File: src/rtl/lidar_frame_parser_defines.svh
// ----------------------------------------------------------------------------
// Lidar frame parser assertion macros
// Concurrent assertion helpers shared by the parser modules.
// ----------------------------------------------------------------------------
`ifndef LIDAR_FRAME_PARSER_DEFINES_SVH
`define LIDAR_FRAME_PARSER_DEFINES_SVH

`ifndef SYNTHESIS
// Checked on every rising clk_i edge while rst_ni is high.
`define LFP_ASSERT(lbl, prop, msg) \
  lbl: assert property (@(posedge clk_i) disable iff (!rst_ni) prop) else $error(msg);
// Checked on every rising clk_i edge, reset included.
`define LFP_ASSERT_ALWAYS(lbl, prop, msg) \
  lbl: assert property (@(posedge clk_i) prop) else $error(msg);
`else
`define LFP_ASSERT(lbl, prop, msg)
`define LFP_ASSERT_ALWAYS(lbl, prop, msg)
`endif

`endif

File: src/rtl/lfp_pkg.sv
// ----------------------------------------------------------------------------
// Lidar frame parser package
// Types and constants shared by the controller, datapath and divider.
// ----------------------------------------------------------------------------
package lfp_pkg;

  localparam int unsigned SUM_W   = 22;
  localparam int unsigned CNT_W   = 6;
  localparam int unsigned ANGLE_W = 9;
  localparam int unsigned OFF_W   = 6;
  localparam int unsigned SLOT_W  = 3;
  localparam int unsigned QUO_W   = 16;
  localparam int unsigned STEP_W  = $clog2(SUM_W);

  localparam logic [7:0] SYNC_FIRST  = 8'hFA;
  localparam logic [7:0] SYNC_SECOND = 8'hA0;

  // Byte offsets within one packet.
  localparam logic [OFF_W-1:0] OFF_HDR0       = 6'd0;
  localparam logic [OFF_W-1:0] OFF_HDR1       = 6'd1;
  localparam logic [OFF_W-1:0] OFF_SPD_LO     = 6'd2;
  localparam logic [OFF_W-1:0] OFF_SPD_HI     = 6'd3;
  localparam logic [OFF_W-1:0] OFF_FIRST_DATA = 6'd2;
  localparam logic [OFF_W-1:0] OFF_READ_START = 6'd4;
  localparam logic [OFF_W-1:0] OFF_READ_END   = 6'd40;
  localparam logic [OFF_W-1:0] OFF_LAST       = 6'd41;

  // Byte position within one six-byte reading.
  localparam logic [SLOT_W-1:0] K_RANGE_HI = 3'd3;
  localparam logic [SLOT_W-1:0] K_LAST     = 3'd5;

  localparam logic [ANGLE_W-1:0] ANGLE_STEP = 9'd6;

  localparam logic KIND_READING = 1'b0;
  localparam logic KIND_SUMMARY = 1'b1;

  typedef enum logic [1:0] {
    S_HUNT,
    S_SYNC,
    S_FRAME,
    S_DIV
  } lfp_state_e;

  typedef struct packed {
    logic frame_start;
    logic frame_byte;
    logic div_start;
    logic load_sum;
  } lfp_cmd_t;

  typedef struct packed {
    logic is_sync_first;
    logic is_sync_second;
    logic last_byte;
    logic div_done;
    logic out_free;
  } lfp_sts_t;

endpackage

File: src/rtl/lfp_div.sv
// ----------------------------------------------------------------------------
// Lidar frame parser divider
// Restoring divider, one quotient bit per cycle, for the speed average.
// ----------------------------------------------------------------------------
module lfp_div
  import lfp_pkg::*;
(
  input  logic             clk_i,
  input  logic             rst_ni,
  input  logic             start_i,
  input  logic [SUM_W-1:0] dividend_i,
  input  logic [CNT_W-1:0] divisor_i,
  output logic             done_o,
  output logic [QUO_W-1:0] quotient_o
);

  localparam logic [STEP_W-1:0] STEPS_M1 = STEP_W'(SUM_W - 1);

  logic [SUM_W-1:0]  dq_q;
  logic [CNT_W-1:0]  rem_q;
  logic [CNT_W-1:0]  dvs_q;
  logic [STEP_W-1:0] step_q;
  logic              busy_q;
  logic              done_q;

  logic [CNT_W:0]   rem_sh;
  logic             ge;
  logic [CNT_W-1:0] rem_nx;

  always_comb begin
    rem_sh = {rem_q, dq_q[SUM_W-1]};
    ge     = rem_sh >= {1'b0, dvs_q};
    rem_nx = ge ? CNT_W'(rem_sh - {1'b0, dvs_q}) : rem_sh[CNT_W-1:0];
  end

  always_ff @(posedge clk_i or negedge rst_ni) begin
    if (!rst_ni) begin
      busy_q <= 1'b0;
      done_q <= 1'b0;
      step_q <= '0;
    end else if (start_i) begin
      busy_q <= 1'b1;
      done_q <= 1'b0;
      step_q <= STEPS_M1;
    end else if (busy_q) begin
      step_q <= step_q - 1'b1;
      if (step_q == '0) begin
        busy_q <= 1'b0;
        done_q <= 1'b1;
      end
    end
  end

  always_ff @(posedge clk_i) begin
    if (start_i) begin
      dq_q  <= dividend_i;
      rem_q <= '0;
      dvs_q <= divisor_i;
    end else if (busy_q) begin
      dq_q  <= {dq_q[SUM_W-2:0], ge};
      rem_q <= rem_nx;
    end
  end

  assign done_o     = done_q;
  assign quotient_o = dq_q[QUO_W-1:0];

endmodule

File: src/rtl/lfp_datapath.sv
// ----------------------------------------------------------------------------
// Lidar frame parser datapath
// Packet position counters, header check, speed sum, reading assembly and
// the output register.
// ----------------------------------------------------------------------------
`include "lidar_frame_parser_defines.svh"

module lfp_datapath
  import lfp_pkg::*;
#(
  parameter int unsigned PACKETS_PER_FRAME = 60
) (
  input  logic               clk_i,
  input  logic               rst_ni,
  input  logic [7:0]         data_byte_i,
  input  logic               out_ready_i,
  input  lfp_cmd_t           cmd_i,
  output lfp_sts_t           sts_o,
  output logic               out_valid_o,
  output logic               kind_o,
  output logic [ANGLE_W-1:0] angle_index_o,
  output logic [15:0]        range_mm_o,
  output logic [15:0]        intensity_o,
  output logic [15:0]        avg_speed_o,
  output logic [CNT_W-1:0]   good_packets_o,
  output logic               no_good_packets_o
);

  localparam logic [CNT_W-1:0] LAST_PKT = CNT_W'(PACKETS_PER_FRAME - 1);

  logic [OFF_W-1:0]   off_q, off_d;
  logic [CNT_W-1:0]   pkt_q, pkt_d;
  logic [SLOT_W-1:0]  slot_q, slot_d;
  logic [SLOT_W-1:0]  k_q, k_d;
  logic [ANGLE_W-1:0] base_q, base_d;
  logic               pvalid_q, pvalid_d;
  logic [7:0]         spd_lo_q, spd_lo_d;
  logic [23:0]        held_q, held_d;
  logic [SUM_W-1:0]   sum_q, sum_d;
  logic [CNT_W-1:0]   cnt_q, cnt_d;

  logic               out_valid_q, out_valid_d;
  logic               kind_q, kind_d;
  logic [ANGLE_W-1:0] angle_q, angle_d;
  logic [15:0]        range_q, range_d;
  logic [15:0]        inten_q, inten_d;
  logic [15:0]        avg_q, avg_d;
  logic [CNT_W-1:0]   good_q, good_d;
  logic               none_q, none_d;

  logic               div_done;
  logic [QUO_W-1:0]   quotient;

  lfp_div u_div (
    .clk_i      (clk_i),
    .rst_ni     (rst_ni),
    .start_i    (cmd_i.div_start),
    .dividend_i (sum_q),
    .divisor_i  (cnt_q),
    .done_o     (div_done),
    .quotient_o (quotient)
  );

  always_comb begin
    off_d       = off_q;
    pkt_d       = pkt_q;
    slot_d      = slot_q;
    k_d         = k_q;
    base_d      = base_q;
    pvalid_d    = pvalid_q;
    spd_lo_d    = spd_lo_q;
    held_d      = held_q;
    sum_d       = sum_q;
    cnt_d       = cnt_q;
    out_valid_d = out_valid_q & ~out_ready_i;
    kind_d      = kind_q;
    angle_d     = angle_q;
    range_d     = range_q;
    inten_d     = inten_q;
    avg_d       = avg_q;
    good_d      = good_q;
    none_d      = none_q;

    if (cmd_i.frame_start) begin
      off_d    = OFF_FIRST_DATA;
      pkt_d    = '0;
      base_d   = '0;
      pvalid_d = 1'b1;
      sum_d    = '0;
      cnt_d    = '0;
    end

    if (cmd_i.frame_byte) begin
      unique case (off_q)
        OFF_HDR0: pvalid_d = (data_byte_i == SYNC_FIRST);
        OFF_HDR1: begin
          if (data_byte_i != (SYNC_SECOND + {2'b00, pkt_q})) begin
            pvalid_d = 1'b0;
          end
        end
        OFF_SPD_LO: spd_lo_d = data_byte_i;
        OFF_SPD_HI: begin
          if (pvalid_q) begin
            sum_d = sum_q + SUM_W'({data_byte_i, spd_lo_q});
            cnt_d = cnt_q + 1'b1;
          end
          k_d    = '0;
          slot_d = '0;
        end
        default: begin
          if (off_q >= OFF_READ_START && off_q < OFF_READ_END) begin
            case (k_q)
              3'd0: held_d[7:0]   = data_byte_i;
              3'd1: held_d[15:8]  = data_byte_i;
              3'd2: held_d[23:16] = data_byte_i;
              default: begin
                if (k_q == K_RANGE_HI && pvalid_q) begin
                  out_valid_d = 1'b1;
                  kind_d      = KIND_READING;
                  angle_d     = base_q + {{(ANGLE_W-SLOT_W){1'b0}}, slot_q};
                  range_d     = {data_byte_i, held_q[23:16]};
                  inten_d     = held_q[15:0];
                  avg_d       = '0;
                  good_d      = '0;
                  none_d      = 1'b0;
                end
              end
            endcase
            if (k_q == K_LAST) begin
              k_d    = '0;
              slot_d = slot_q + 1'b1;
            end else begin
              k_d = k_q + 1'b1;
            end
          end
        end
      endcase

      if (off_q == OFF_LAST) begin
        off_d  = '0;
        pkt_d  = pkt_q + 1'b1;
        base_d = base_q + ANGLE_STEP;
      end else begin
        off_d = off_q + 1'b1;
      end
    end

    if (cmd_i.load_sum) begin
      out_valid_d = 1'b1;
      kind_d      = KIND_SUMMARY;
      angle_d     = '0;
      range_d     = '0;
      inten_d     = '0;
      avg_d       = (cnt_q == '0) ? '0 : quotient;
      good_d      = cnt_q;
      none_d      = (cnt_q == '0);
    end
  end

  always_ff @(posedge clk_i or negedge rst_ni) begin
    if (!rst_ni) begin
      off_q       <= '0;
      pkt_q       <= '0;
      slot_q      <= '0;
      k_q         <= '0;
      base_q      <= '0;
      pvalid_q    <= 1'b0;
      sum_q       <= '0;
      cnt_q       <= '0;
      out_valid_q <= 1'b0;
    end else begin
      off_q       <= off_d;
      pkt_q       <= pkt_d;
      slot_q      <= slot_d;
      k_q         <= k_d;
      base_q      <= base_d;
      pvalid_q    <= pvalid_d;
      sum_q       <= sum_d;
      cnt_q       <= cnt_d;
      out_valid_q <= out_valid_d;
    end
  end

  always_ff @(posedge clk_i) begin
    spd_lo_q <= spd_lo_d;
    held_q   <= held_d;
    kind_q   <= kind_d;
    angle_q  <= angle_d;
    range_q  <= range_d;
    inten_q  <= inten_d;
    avg_q    <= avg_d;
    good_q   <= good_d;
    none_q   <= none_d;
  end

  always_comb begin
    sts_o.is_sync_first  = (data_byte_i == SYNC_FIRST);
    sts_o.is_sync_second = (data_byte_i == SYNC_SECOND);
    sts_o.last_byte      = (off_q == OFF_LAST) && (pkt_q == LAST_PKT);
    sts_o.div_done       = div_done;
    sts_o.out_free       = ~out_valid_q | out_ready_i;
  end

  assign out_valid_o       = out_valid_q;
  assign kind_o            = kind_q;
  assign angle_index_o     = angle_q;
  assign range_mm_o        = range_q;
  assign intensity_o       = inten_q;
  assign avg_speed_o       = avg_q;
  assign good_packets_o    = good_q;
  assign no_good_packets_o = none_q;

  `LFP_ASSERT(a_off_in_packet, off_q <= OFF_LAST, "packet offset out of range")
  `LFP_ASSERT(a_summary_flag, out_valid_q && kind_q |-> none_q == (good_q == '0),
              "summary flag disagrees with good count")
  `LFP_ASSERT(a_reading_clean, out_valid_q && !kind_q |-> avg_q == '0 && good_q == '0,
              "reading carries summary fields")

endmodule

File: src/rtl/lfp_ctrl.sv
// ----------------------------------------------------------------------------
// Lidar frame parser controller
// Sync hunt, frame tracking and the end-of-frame divide sequence.
// ----------------------------------------------------------------------------
`include "lidar_frame_parser_defines.svh"

module lfp_ctrl
  import lfp_pkg::*;
(
  input  logic     clk_i,
  input  logic     rst_ni,
  input  logic     in_valid_i,
  input  lfp_sts_t sts_i,
  output logic     in_ready_o,
  output lfp_cmd_t cmd_o
);

  lfp_state_e state_q, state_d;
  logic       in_acc;

  assign in_acc = in_valid_i & in_ready_o;

  always_comb begin
    state_d = state_q;
    unique case (state_q)
      S_HUNT: begin
        if (in_acc && sts_i.is_sync_first) begin
          state_d = S_SYNC;
        end
      end
      S_SYNC: begin
        // A mismatching second byte is dropped, not rescanned as a first sync.
        if (in_acc) begin
          state_d = sts_i.is_sync_second ? S_FRAME : S_HUNT;
        end
      end
      S_FRAME: begin
        if (in_acc && sts_i.last_byte) begin
          state_d = S_DIV;
        end
      end
      S_DIV: begin
        if (sts_i.div_done && sts_i.out_free) begin
          state_d = S_HUNT;
        end
      end
      default: state_d = S_HUNT;
    endcase
  end

  always_comb begin
    in_ready_o        = (state_q != S_DIV) && sts_i.out_free;
    cmd_o.frame_start = in_acc && (state_q == S_SYNC) && sts_i.is_sync_second;
    cmd_o.frame_byte  = in_acc && (state_q == S_FRAME);
    cmd_o.div_start   = in_acc && (state_q == S_FRAME) && sts_i.last_byte;
    cmd_o.load_sum    = (state_q == S_DIV) && sts_i.div_done && sts_i.out_free;
  end

  always_ff @(posedge clk_i or negedge rst_ni) begin
    if (!rst_ni) begin
      state_q <= S_HUNT;
    end else begin
      state_q <= state_d;
    end
  end

  `LFP_ASSERT_ALWAYS(a_no_take_in_div, state_q == S_DIV |-> !in_ready_o,
                     "word accepted during divide")
  `LFP_ASSERT(a_last_to_div, in_acc && state_q == S_FRAME && sts_i.last_byte |=> state_q == S_DIV,
              "last frame word did not start divide")
  `LFP_ASSERT(a_sum_to_hunt, cmd_o.load_sum |=> state_q == S_HUNT,
              "summary not followed by hunt")

endmodule

File: src/rtl/lidar_frame_parser.sv
// ----------------------------------------------------------------------------
// Lidar frame parser
// Byte-serial frame parser for a rotating range sensor.
// ----------------------------------------------------------------------------
// Input words arrive one byte at a time on data_byte_i under in_valid_i and
// in_ready_o. Results leave on the output channel under out_valid_o and
// out_ready_i, one field per port; kind_o tells a range reading from the
// end-of-frame summary.
// A reading appears in the output register the cycle after the word carrying
// its range high byte. The frame's last word starts a restoring divider that
// produces one quotient bit per cycle; the summary enters the output register
// once the divide is done and the register is free, and no input is taken
// until then. Otherwise throughput is one word per cycle while not stalled.
// A word is taken only while the output register is empty or being emptied,
// so while the receiver holds off a waiting result the input stalls as well.
// Reset puts the parser into sync hunting with the output register empty.
// ----------------------------------------------------------------------------
module lidar_frame_parser
  import lfp_pkg::*;
#(
  parameter int unsigned PACKETS_PER_FRAME = 60
) (
  input  logic               clk_i,
  input  logic               rst_ni,
  input  logic               in_valid_i,
  output logic               in_ready_o,
  input  logic [7:0]         data_byte_i,
  output logic               out_valid_o,
  input  logic               out_ready_i,
  output logic               kind_o,
  output logic [ANGLE_W-1:0] angle_index_o,
  output logic [15:0]        range_mm_o,
  output logic [15:0]        intensity_o,
  output logic [15:0]        avg_speed_o,
  output logic [CNT_W-1:0]   good_packets_o,
  output logic               no_good_packets_o
);

  lfp_cmd_t cmd;
  lfp_sts_t sts;

  lfp_ctrl u_ctrl (
    .clk_i      (clk_i),
    .rst_ni     (rst_ni),
    .in_valid_i (in_valid_i),
    .sts_i      (sts),
    .in_ready_o (in_ready_o),
    .cmd_o      (cmd)
  );

  lfp_datapath #(
    .PACKETS_PER_FRAME (PACKETS_PER_FRAME)
  ) u_datapath (
    .clk_i             (clk_i),
    .rst_ni            (rst_ni),
    .data_byte_i       (data_byte_i),
    .out_ready_i       (out_ready_i),
    .cmd_i             (cmd),
    .sts_o             (sts),
    .out_valid_o       (out_valid_o),
    .kind_o            (kind_o),
    .angle_index_o     (angle_index_o),
    .range_mm_o        (range_mm_o),
    .intensity_o       (intensity_o),
    .avg_speed_o       (avg_speed_o),
    .good_packets_o    (good_packets_o),
    .no_good_packets_o (no_good_packets_o)
  );

endmodule
File: config.mk
export PLATFORM = sky130hd
export DESIGN_NAME = lidar_frame_parser
export DESIGN_NICKNAME = d
export VERILOG_FILES = /design/src/rtl/lfp_pkg.sv /design/src/rtl/lfp_div.sv /design/src/rtl/lfp_datapath.sv /design/src/rtl/lfp_ctrl.sv /design/src/rtl/lidar_frame_parser.sv
export VERILOG_INCLUDE_DIRS = /design/src /design/src/rtl
export SDC_FILE = /design/constraint.sdc
export NUM_CORES = 1
export LEC_CHECK = 0
export BUFFER_PORTS_ARGS = -buffer_cell sky130_fd_sc_hd__buf_2
export CORE_ASPECT_RATIO = 1.1
export CORE_MARGIN = 2
export CORE_UTILIZATION = 60
export CTS_CLUSTER_SIZE = 25
export DETAILED_ROUTE_END_ITERATION = 16
export HOLD_SLACK_MARGIN = 0.15
export PLACE_DENSITY = 0.82
export RECOVER_POWER = 100
export REMOVE_ABC_BUFFERS = 1
export SETUP_SLACK_MARGIN = 0.15
export SYNTH_ARGS = -nofsm -noshare
export SYNTH_HDL_FRONTEND = slang
export SYNTH_SLANG_ARGS = --single-unit
File: constraint.sdc
create_clock -name clk_i -period 3.2 [get_ports clk_i]
set_input_delay 0.96 -clock clk_i [delete_from_list [all_inputs] [get_ports clk_i]]
set_output_delay 0.96 -clock clk_i [all_outputs]
set_load 0.02 [all_outputs]
==> results.toml, run 1 <==
[route]
wl_met3_um = 940
vias_per_cell = 5.74
wirelength_um = 19700
routed-via-count = 6810
ant_nets = 0
met1_length_um = 8520
drcViolationCount = 0
first_pass_iters = 5
wl_per_cell_um = 16.6
routed.top_layer = "met4"
dr_wl_met2_um = 9870
first_iter_violations = 493

[sta]
fmax_ghz = 0.346
hold_viol = 0
fin_crit_ns = 2.89
rsz0062_at_grt = "no"
setup_viol = 0
slew_violations = 0
fin_crit_sh = 0.903
relSlewSlack = 0.229
worstMarginPinSlew_ns = 1.16
fin_skew_ns = 0.00977

[pwr]
power_uw = 4750
vdd.ir_drop.worst_mv = 0.352
pwr-share-clk = 0.434
power_density_mw_per_mm2 = 463
switchingPower_uw = 1080
p_leak_uw = 0.00402
comb_power_share = 0.016
power_frac_seq = 0.550
p_int_uw = 3670
p_sw_frac = 0.227

[global_routing]
grt_pass1_vias = 6488
grtUsageTotal = 0.255
grt_max_degree = 48
grt_pass1_wl_um = 32300
overflow = 0
antenna_found_initial = 0

[die]
fp.coreArea_sq_mm = 0.0150
die_w_um = 122
initial_core_util = 0.613
dieArea_sq_mm = 0.0163
die_h_um = 134
rows = 47
ioPinCount = 79

[clock_tree]
h-tree-depth = 4
cts_tree = "done"
clk_pin_slew_ns = 0.07
clk_path_buf_depth = 2
clkLatencyLatePin_ns = 0.44
cts-buffers-inserted = 17
holdBufCountCts = 0
cts-root-buf = "clkbuf_16"
cts_sinks = 197

[setup_path]
crit_type = "reg2reg"
reg2reg_depth = 9
r2r-start = "u_datapath.sum_q[0]"
arrival_ns = 3.21
timing.rr.end = "u_datapath.sum_q[14]"
start_kind = "flop"
cp_data_required_time_ns = 3.52
reg2reg_setup_slack_ns = 0.31
cp-end-kind = "flop"
path_max_fanout = 3

[flow_run]
cap_violations = 0

[placed_design]
dp_hpwl_um = 13600
numPortBuffers = 78
dpl_cell_area_sq_mm = 0.00992
gp_congestion = 0.911

[worst_hold_path]
hp-class = "reg2reg"
whs_path_depth = 2
min_to = "u_datapath.kind_o"
hold_start = "u_datapath.kind_o"

[finish]
area_growth_syn_to_layout_pct = 11.5
nets = 1030
n_antenna_cell = 0
nFillCells = 1226
drive_gt1_frac = 0.0716
stdcell_area_sq_mm = 0.0102
post-route-util = 0.683

[synth]
synth-seq-cells = 197
synthCells = 890
yosysSeqAreaShare = 0.555
ys_types = 62
synth_edf_count = 83
synth-warning-count = 0
synth_area_per_cell_sq_um = 10.3
synth_area_sq_mm = 0.00919
synth-async-reset-ratio = 0.335
ys_dominant_reg_cell = "edfxtp_1"

[status]
outcome = "finished clean"
==> registers in the layout, summed over array words and instances (netlist names), 3 cells and up, named ones only <==
register	flops
u_datapath.angle_index_o	9
u_datapath.avg_speed_o	16
u_datapath.base_q	9
u_datapath.cnt_q	6
u_datapath.good_packets_o	6
u_datapath.held_q	24
u_datapath.intensity_o	16
u_datapath.k_q	3
u_datapath.off_q	6
u_datapath.pkt_q	6
u_datapath.range_mm_o	16
u_datapath.slot_q	3
u_datapath.spd_lo_q	8
u_datapath.sum_q	22
u_datapath.u_div.dq_q	22
u_datapath.u_div.dvs_q	6
u_datapath.u_div.rem_q	6
u_datapath.u_div.step_q	5
==> stage by stage <==
| step | setup TNS [ns] | hold slack, ns | cells | setup slack (ns) |
|---|---|---|---|---|
| CTS | 0 | 0.455 | 1187 | 0.404 |
| detailed placement | 0 | 0.445 | 1155 | 0.134 |
| global placement | 0 | 0.436 | 1155 | 0.247 |
| finish | 0 | 0.453 | 1187 | 0.309 |
| floorplan | -5.65 | 0.445 | 851 | -0.184 |
| global route | 0 | 0.473 | 1187 | 0.169 |
==> power by group through the flow <==
stage          sequential (uW)  combinational (uW)  clock [uW]
6_report                  2610                74.1        2060
2_1_floorplan             2670                23.9           0
5_1_grt                   2610                82.6        2200
4_1_cts                   2610                81.9        2080
3_5_place_dp              2670                81.4           0
3_3_place_gp              2670                79.7           0
==> worst max-delay path, cell delays in order, from the launching register on <==
cell	delay (ns)
dfrtp_1	0.40
ha_1	0.25
fa_1	0.44
a211oi_1	0.43
nor3_1	0.14
or2_2	0.32
a31oi_1	0.36
buf_4	0.20
xor2_1	0.13
o21ai_0	0.08
==> layout by cell type, fill, tap and decap left out, types with 5 or more instances in the layout <==
cell type,instances
o21a_1,5
and3_1,9
clkbuf_16,17
a21oi_1,58
o31ai_1,6
a22o_1,7
nand3b_1,5
o21ai_0,47
xnor2_1,24
a211oi_1,12
nor4_1,8
nor2_1,55
ha_1,37
nand4_1,14
a21o_1,7
mux2i_1,13
nand3_1,26
buf_4,7
and2_0,12
dfxtp_1,48
clkbuf_1,95
nor3_1,10
dfrtp_1,66
nand2_2,20
inv_1,25
and2_1,13
nand2_1,173
xor2_1,11
edfxtp_1,83
==> synthesized netlist by cell type (6+ instances only) <==
master | count | area share
buf_2 | 10 | 0.0054
o31ai_1 | 6 | 0.0049
dfxtp_1 | 48 | 0.10
and3_1 | 9 | 0.0061
inv_1 | 25 | 0.010
nand2_1 | 173 | 0.071
a211oi_1 | 12 | 0.0098
nor4_1 | 8 | 0.0054
dfrtp_1 | 66 | 0.18
a21o_1 | 7 | 0.0057
xor2_1 | 11 | 0.010
nand4_1 | 13 | 0.0088
a22o_1 | 7 | 0.0067
xnor2_1 | 24 | 0.023
mux2i_1 | 13 | 0.014
and2_1 | 25 | 0.017
nand2_2 | 20 | 0.014
o21ai_0 | 45 | 0.025
ha_1 | 37 | 0.050
a21oi_1 | 58 | 0.032
clkbuf_1 | 20 | 0.0082
edfxtp_1 | 83 | 0.27
nor3_1 | 8 | 0.0044
nand3_1 | 26 | 0.014
nor2_1 | 55 | 0.022
==> worst max-delay path by stage <==
stage | startpoint | end | depth (start not counted)
after floorplan | out_ready_i | u_datapath.angle_index_o[7] | 6
final | u_datapath.sum_q[0] | u_datapath.sum_q[14] | 9
after detailed placement | data_byte_i[0] | u_datapath.sum_q[20] | 8
after CTS | u_datapath.sum_q[0] | u_datapath.sum_q[14] | 9
after global placement | data_byte_i[0] | u_datapath.sum_q[20] | 8
after global routing | data_byte_i[0] | u_datapath.sum_q[19] | 9
==> area by class of cell <==
class	count	area (sq um)	share of cell area
Sequential cell	197	5100	0.498
Multi-Input combinational cell	629	3760	0.367
Timing Repair Buffer	108	472	0.0460
Clock buffer	19	433	0.0422
Tap cell	196	245	0.0239
Clock inverter	13	136	0.0133
Inverter	25	93.8	0.00916
==> what timing repair did <==
item / 4_1_cts / 5_1_grt
resized for setup: 0 / 1
buffers inserted: 0 / 0
setup endpoints to repair: 0 / 2
==> per-layer routing <==
| layer | global-route usage | vias up |
|---|---|---|
| li1 | - | 3315 |
| met1 | 0.336 | 3296 |
| met2 | 0.429 | 176 |
| met3 | 0.0480 | 23 |
| met4 | 0.0785 | 0 |
| met5 | 0 | - |
==> logic make-up after synthesis <==
group                      synth area share
AOI/OAI and AO/OA                     0.117
and+or+nand+nor                       0.188
xor gates and xnor gates             0.0333
buffers and inverters                0.0329
DFF                                   0.555
adders and majority gates            0.0569
muxes                                0.0166
(Power assumes the default switching activity.)
==> run 2: changes to the inputs <==
--- a/config.mk
+++ b/config.mk
@@ -10,9 +10,9 @@
 export CORE_ASPECT_RATIO = 1.1
 export CORE_MARGIN = 2
 export CORE_UTILIZATION = 60
+export CTS_BUF_LIST = sky130_fd_sc_hd__clkbuf_8
 export CTS_CLUSTER_SIZE = 25
 export DETAILED_ROUTE_END_ITERATION = 16
-export HOLD_SLACK_MARGIN = 0.15
 export PLACE_DENSITY = 0.82
 export RECOVER_POWER = 100
 export REMOVE_ABC_BUFFERS = 1
==> results.toml, run 2 (synthesis gave the netlist of run 1 again) <==
[route]
first_iter_violations = 442
ant_nets = 0
first_pass_iters = 5
vias_per_cell = 5.74
wirelength_um = 19200
drcViolationCount = 0
routed-via-count = 6815
wl_per_cell_um = 16.2

[pwr]
vdd.ir_drop.worst_mv = 0.311
p_sw_frac = 0.238
p_leak_uw = 0.00394
comb_power_share = 0.018
pwr-share-clk = 0.361
power_density_mw_per_mm2 = 419
power_frac_seq = 0.621
switchingPower_uw = 1000
p_int_uw = 3210

[clock_tree]
cts_sinks = 197
clk_path_buf_depth = 2
cts_tree = "done"
cts-buffers-inserted = 17
clkLatencyLatePin_ns = 0.48
cts-root-buf = "clkbuf_8"
clk_pin_slew_ns = 0.11
h-tree-depth = 4
post_cts_buffers = 0

[global_routing]
antenna_found_initial = 0
grt_util_met1 = 0.336
use_met2 = 0.408
grt_max_degree = 48
grt_use_met3 = 0.0455
overflow = 0
grt_pass1_vias = 6421
grtUsageTotal = 0.249
grt.busiest_layer = "met2"
grt_pass1_wl_um = 31700

[setup_path]
start_kind = "flop"
reg2reg_depth = 9
slowest_stage = "fa_1"
cp_num_buf_inv = 1
crit_type = "reg2reg"
r2r-start = "u_datapath.spd_lo_q[0]"
reg2reg_setup_slack_ns = 0.31
arrival_ns = 3.25
slowest_delay_ns = 0.44
cp-end-kind = "flop"
cp_data_required_time_ns = 3.56
crit_chain = "ha_1 > fa_1 > a211oi_1 > nor3_1 > or2_2 > a31oi_1 > clkbuf_1 > xor2_1 > o21ai_0"
cp_top_family = "compound AO/OA/AOI/OAI gates"
timing.rr.end = "u_datapath.sum_q[14]"
path_max_fanout = 3
path_depth = 9
worstSetupStartpoint = "u_datapath.spd_lo_q[0]"
crit_end = "u_datapath.sum_q[14]"

[die]
die_h_um = 134
die_w_um = 122
initial_core_util = 0.613
ioPinCount = 79
fp.coreArea_sq_mm = 0.0150
rows = 47
dieArea_sq_mm = 0.0163

[sta]
worst_slack_ns = 0.311
fmax_ghz = 0.346
rsz0062_at_grt = "no"
fin_hold_ws_ns = 0.457
setup_viol = 0
hold_viol = 0
relSlewSlack = 0.221
slew_violations = 0
fin_skew_ns = 0.0197
fin_crit_sh = 0.903
worstMarginPinSlew_ns = 1.17
fin_crit_ns = 2.89

[placed_design]
numPortBuffers = 78
dp_hpwl_um = 13600
gp_congestion = 0.911
post-place-ws_ns = 0.134
dpl_cell_area_sq_mm = 0.00992

[finish]
reg_top3 = "u_datapath.held_q x24, u_datapath.sum_q x22, u_datapath.u_div.dq_q x22"
regMostFlops = "u_datapath.held_q"
nets = 1030
drive_gt1_frac = 0.0686
post-route-util = 0.670
stdcell_area_sq_mm = 0.0100
final_cell_mix = "175 x nand2_1, 94 x clkbuf_1, 83 x edfxtp_1, 66 x dfrtp_1, 58 x a21oi_1"
largest_reg_flops = 24
area_growth_syn_to_layout_pct = 9.31
layout_commonest_cell = "nand2_1"
n_antenna_cell = 0

[status]
outcome = "finished clean"

[flow_run]
cap_violations = 0

[worst_hold_path]
hp-class = "reg2reg"
hold_start = "u_datapath.kind_o"
whs_path_depth = 2
run 2: stage by stage:
stage / power (uW) / setup TNS (ns) / std cells
floorplan: 2690 / -5.65 / 851
global placement: 2750 / 0 / 1155
detailed placement: 2750 / 0 / 1155
CTS: 4250 / 0 / 1187
global route: 4350 / 0 / 1187
finish: 4210 / 0 / 1187
run 2: layer usage:
metal	part of all wire	routed length (um)	vias up
li1	-	-	3306
met1	0.44	8380	3302
met2	0.50	9580	181
met3	0.047	907	26
met4	0.018	340	0
met5	0	0	-
run 2: layout make-up:
class                           instances  area (sq um)
Clock inverter                         15           144
Multi-Input combinational cell        629          3760
Clock buffer                           17           234
Fill cell                            1263          4950
Timing Repair Buffer                  108           468
Inverter                               25          93.8
Sequential cell                       197          5100
Tap cell                              196           245
run 2: power by group through the flow:
stage | Sequential [uW] | Clock, uW | Combinational [uW]
floorplan | 2670 | 0 | 23.9
global placement | 2670 | 0 | 79.7
detailed placement | 2670 | 0 | 81.4
CTS | 2610 | 1550 | 81.8
global route | 2610 | 1660 | 82.8
finish | 2610 | 1520 | 74.9
run 2: worst reg2reg max path, cell delays in order, from the launching register on:
cell      delay [ns]
edfxtp_1        0.42
ha_1            0.25
fa_1            0.44
a211oi_1        0.43
nor3_1          0.15
or2_2           0.32
a31oi_1         0.32
clkbuf_1        0.21
xor2_1          0.16
o21ai_0         0.08
run 2: how the worst min path moves through the flow:
stage / endpoint
after global routing: u_datapath.intensity_o[11]
after detailed placement: u_datapath.kind_o
after CTS: u_datapath.slot_q[0]
after global placement: u_datapath.angle_index_o[2]
final: u_datapath.kind_o
after floorplan: u_datapath.sum_q[21]
run 2: repair_timing:
item                       in CTS  in global routing
setup endpoints to repair       0                  1
hold buffers                    0                  0
resized for setup               0                  1
==> run 3: changes to the inputs <==
--- a/config.mk
+++ b/config.mk
@@ -6,6 +6,7 @@
 export SDC_FILE = /design/constraint.sdc
 export NUM_CORES = 1
 export LEC_CHECK = 0
+export ABC_AREA = 1
 export BUFFER_PORTS_ARGS = -buffer_cell sky130_fd_sc_hd__buf_2
 export CORE_ASPECT_RATIO = 1.1
 export CORE_MARGIN = 2
@@ -19,4 +20,5 @@
 export SETUP_SLACK_MARGIN = 0.15
 export SYNTH_ARGS = -nofsm -noshare
 export SYNTH_HDL_FRONTEND = slang
+export SYNTH_HIERARCHICAL = 1
 export SYNTH_SLANG_ARGS = --single-unit
==> results.toml, run 3 <==
[placed_design]
placedCellCount = 1429
gp_congestion = 0.927
numPortBuffers = 78
dp_hpwl_um = 16200

[sta]
relSlewSlack = -0.145
fmax_ghz = 0.358
slew_violations = 67
fin_skew_ns = 0.0207
fin_crit_sh = 0.873
hold_viol = 0
worstMarginPinSlew_ns = 1.72
fin_setup_tns_ns = 0
rsz0062_at_grt = "no"
setup_viol = 0
fin_crit_ns = 2.79

[setup_path]
arrival_ns = 3.18
crit_type = "in2reg"
slowest_delay_ns = 0.41
slowest_stage = "clkbuf_2"
cp-end-kind = "flop"
cp_data_required_time_ns = 3.58
crit_chain = "buf_2 > inv_1 > nand2_1 > inv_1 > nor2_1 > nand3_1 > inv_1 > nand4_1 > nor3_1 > inv_2 > clkbuf_2 > nor2_1 > nor2_1"
reg2reg_setup_slack_ns = 0.43
path_max_fanout = 32
start_kind = "input pin"

[route]
first_pass_iters = 5
routed-via-count = 8018
wl_per_cell_um = 15.1
first_iter_violations = 650
drcViolationCount = 0
wirelength_um = 22100
vias_per_cell = 5.49
ant_nets = 0

[finish]
area_growth_syn_to_layout_pct = 8.21
layout_commonest_cell = "nand2_1"
regMostFlops = "u_datapath/held_q"
final_cell_mix = "285 x nand2_1, 142 x nor2_1, 132 x inv_1, 89 x clkbuf_1, 85 x o21ai_0"
drive_gt1_frac = 0.0668
largest_reg_flops = 24
n_antenna_cell = 0
reg_top3 = "u_datapath/held_q x24, u_datapath/sum_q x22, u_datapath/u_div/dq_q x22"
stdcell_count = 1461
nets = 1296
nFillCells = 1391

[pwr]
power_frac_seq = 0.575
power_density_mw_per_mm2 = 442
p_sw_frac = 0.285
pwr-share-clk = 0.354
comb_power_share = 0.070
power_uw = 4780
p_int_uw = 3420
switchingPower_uw = 1360
vdd.ir_drop.worst_mv = 0.289
p_leak_uw = 0.00498

[die]
fp.coreArea_sq_mm = 0.0163
die_w_um = 127
initial_core_util = 0.613
ioPinCount = 79
die_h_um = 139
dieArea_sq_mm = 0.0177
rows = 49

[global_routing]
grt_max_degree = 67
grtUsageTotal = 0.259
grt_pass1_vias = 7840
antenna_found_initial = 0
overflow = 0
grt_pass1_wl_um = 36700

[synth]
ys_top_cells_by_count = "284 x nand2_1, 140 x nor2_1, 129 x inv_1"
synth-async-reset-ratio = 0.335
synthCells = 1165
yosys.area.top_type_share = 0.249
ys_types = 54
synth_area_sq_mm = 0.0100
synth-seq-cells = 197
synth_most_common_cell = "nand2_1"
yosysSeqAreaShare = 0.511
synth_area_per_cell_sq_um = 8.58
ys_dominant_reg_cell = "edfxtp_1"
yosysTopAreaCell = "edfxtp_1"
synth-warning-count = 6
synth_area_leaders = "edfxtp_1 25%, dfrtp_1 17%, nand2_1 11%"
synth_edf_count = 83

[clock_tree]
cts_tree = "done"
clk_path_buf_depth = 2
clkLatencyLatePin_ns = 0.49
post_cts_resize_count = 0
clk_pin_slew_ns = 0.12
cts_sinks = 197
post_cts_buffers = 0
holdBufCountCts = 0
cts-root-buf = "clkbuf_8"
cts-buffers-inserted = 17
h-tree-depth = 4

[status]
violations = "capacitance limit, slew limit"
outcome = "complete, but fails checks"

[flow_run]
cap_violations = 1

[worst_hold_path]
hp-class = "reg2reg"
-- run 3: kinds of logic after synthesis --
group | synth area share
buf+inv | 0.0780
compound gates | 0.0847
flops | 0.511
fa+ha+maj | 0.0523
simple gates | 0.252
xor+xnor | 0.0228
-- run 3: per-layer routing --
metal  vias to the layer above  global-route usage  routed length [um]
met4                         0               0.115                 688
li1                       3946                   -                   -
met1                      3734               0.316                9070
met5                         -                   0                   0
met2                       281               0.453               11200
met3                        57              0.0415                1100
-- run 3: cell type report --
class	instances	area, sq um	area share
Clock buffer	17	234	0.0216
Clock inverter	15	211	0.0195
Inverter	139	522	0.0482
Multi-Input combinational cell	786	4070	0.377
Sequential cell	197	5100	0.472
Tap cell	204	255	0.0236
Timing Repair Buffer	103	417	0.0385
-- run 3: metrics by stage --
| stage | utilization | hold WS, ns | worst slack, ns | area, sq um |
|---|---|---|---|---|
| floorplan | - | 0.442 | -1.16 | 9740 |
| global placement | 0.649 | 0.427 | 0.295 | 10600 |
| detailed placement | 0.649 | 0.445 | 0.225 | 10600 |
| CTS | 0.677 | 0.472 | 0.534 | 11000 |
| global route | 0.663 | 0.500 | 0.203 | 10800 |
| finish | 0.663 | 0.470 | 0.405 | 10800 |
-- run 3: power groups by stage --
stage | clock network (uW) | logic (uW) | registers (uW)
after floorplan | 0 | 241 | 2780
after global placement | 0 | 340 | 2800
after detailed placement | 0 | 350 | 2800
after CTS | 1730 | 352 | 2750
after global routing | 1830 | 377 | 2760
final | 1690 | 336 | 2750
-- run 3: worst max-delay path, delay by kind of cell --
kind	cells	cell delay, ns
buffers and inverters	6	0.90
AND/OR/NAND/NOR	7	1.29
-- run 3: path summary, 6_finish.rpt --
| path | start | end | cells after the start |
|---|---|---|---|
| worst max-delay path | out_ready_i | u_datapath/range_mm_o[7] | 13 |
| worst min-delay path | u_datapath/kind_o | u_datapath/kind_o | 2 |
| worst max register to register | u_datapath/off_q[1] | u_datapath/u_div/dq_q[12] | 9 |
| worst min register to register | u_datapath/kind_o | u_datapath/kind_o | 2 |
| max in group asynchronous | rst_ni | u_datapath/off_q[4] | 2 |
| min in group asynchronous | rst_ni | u_datapath/sum_q[14] | 2 |
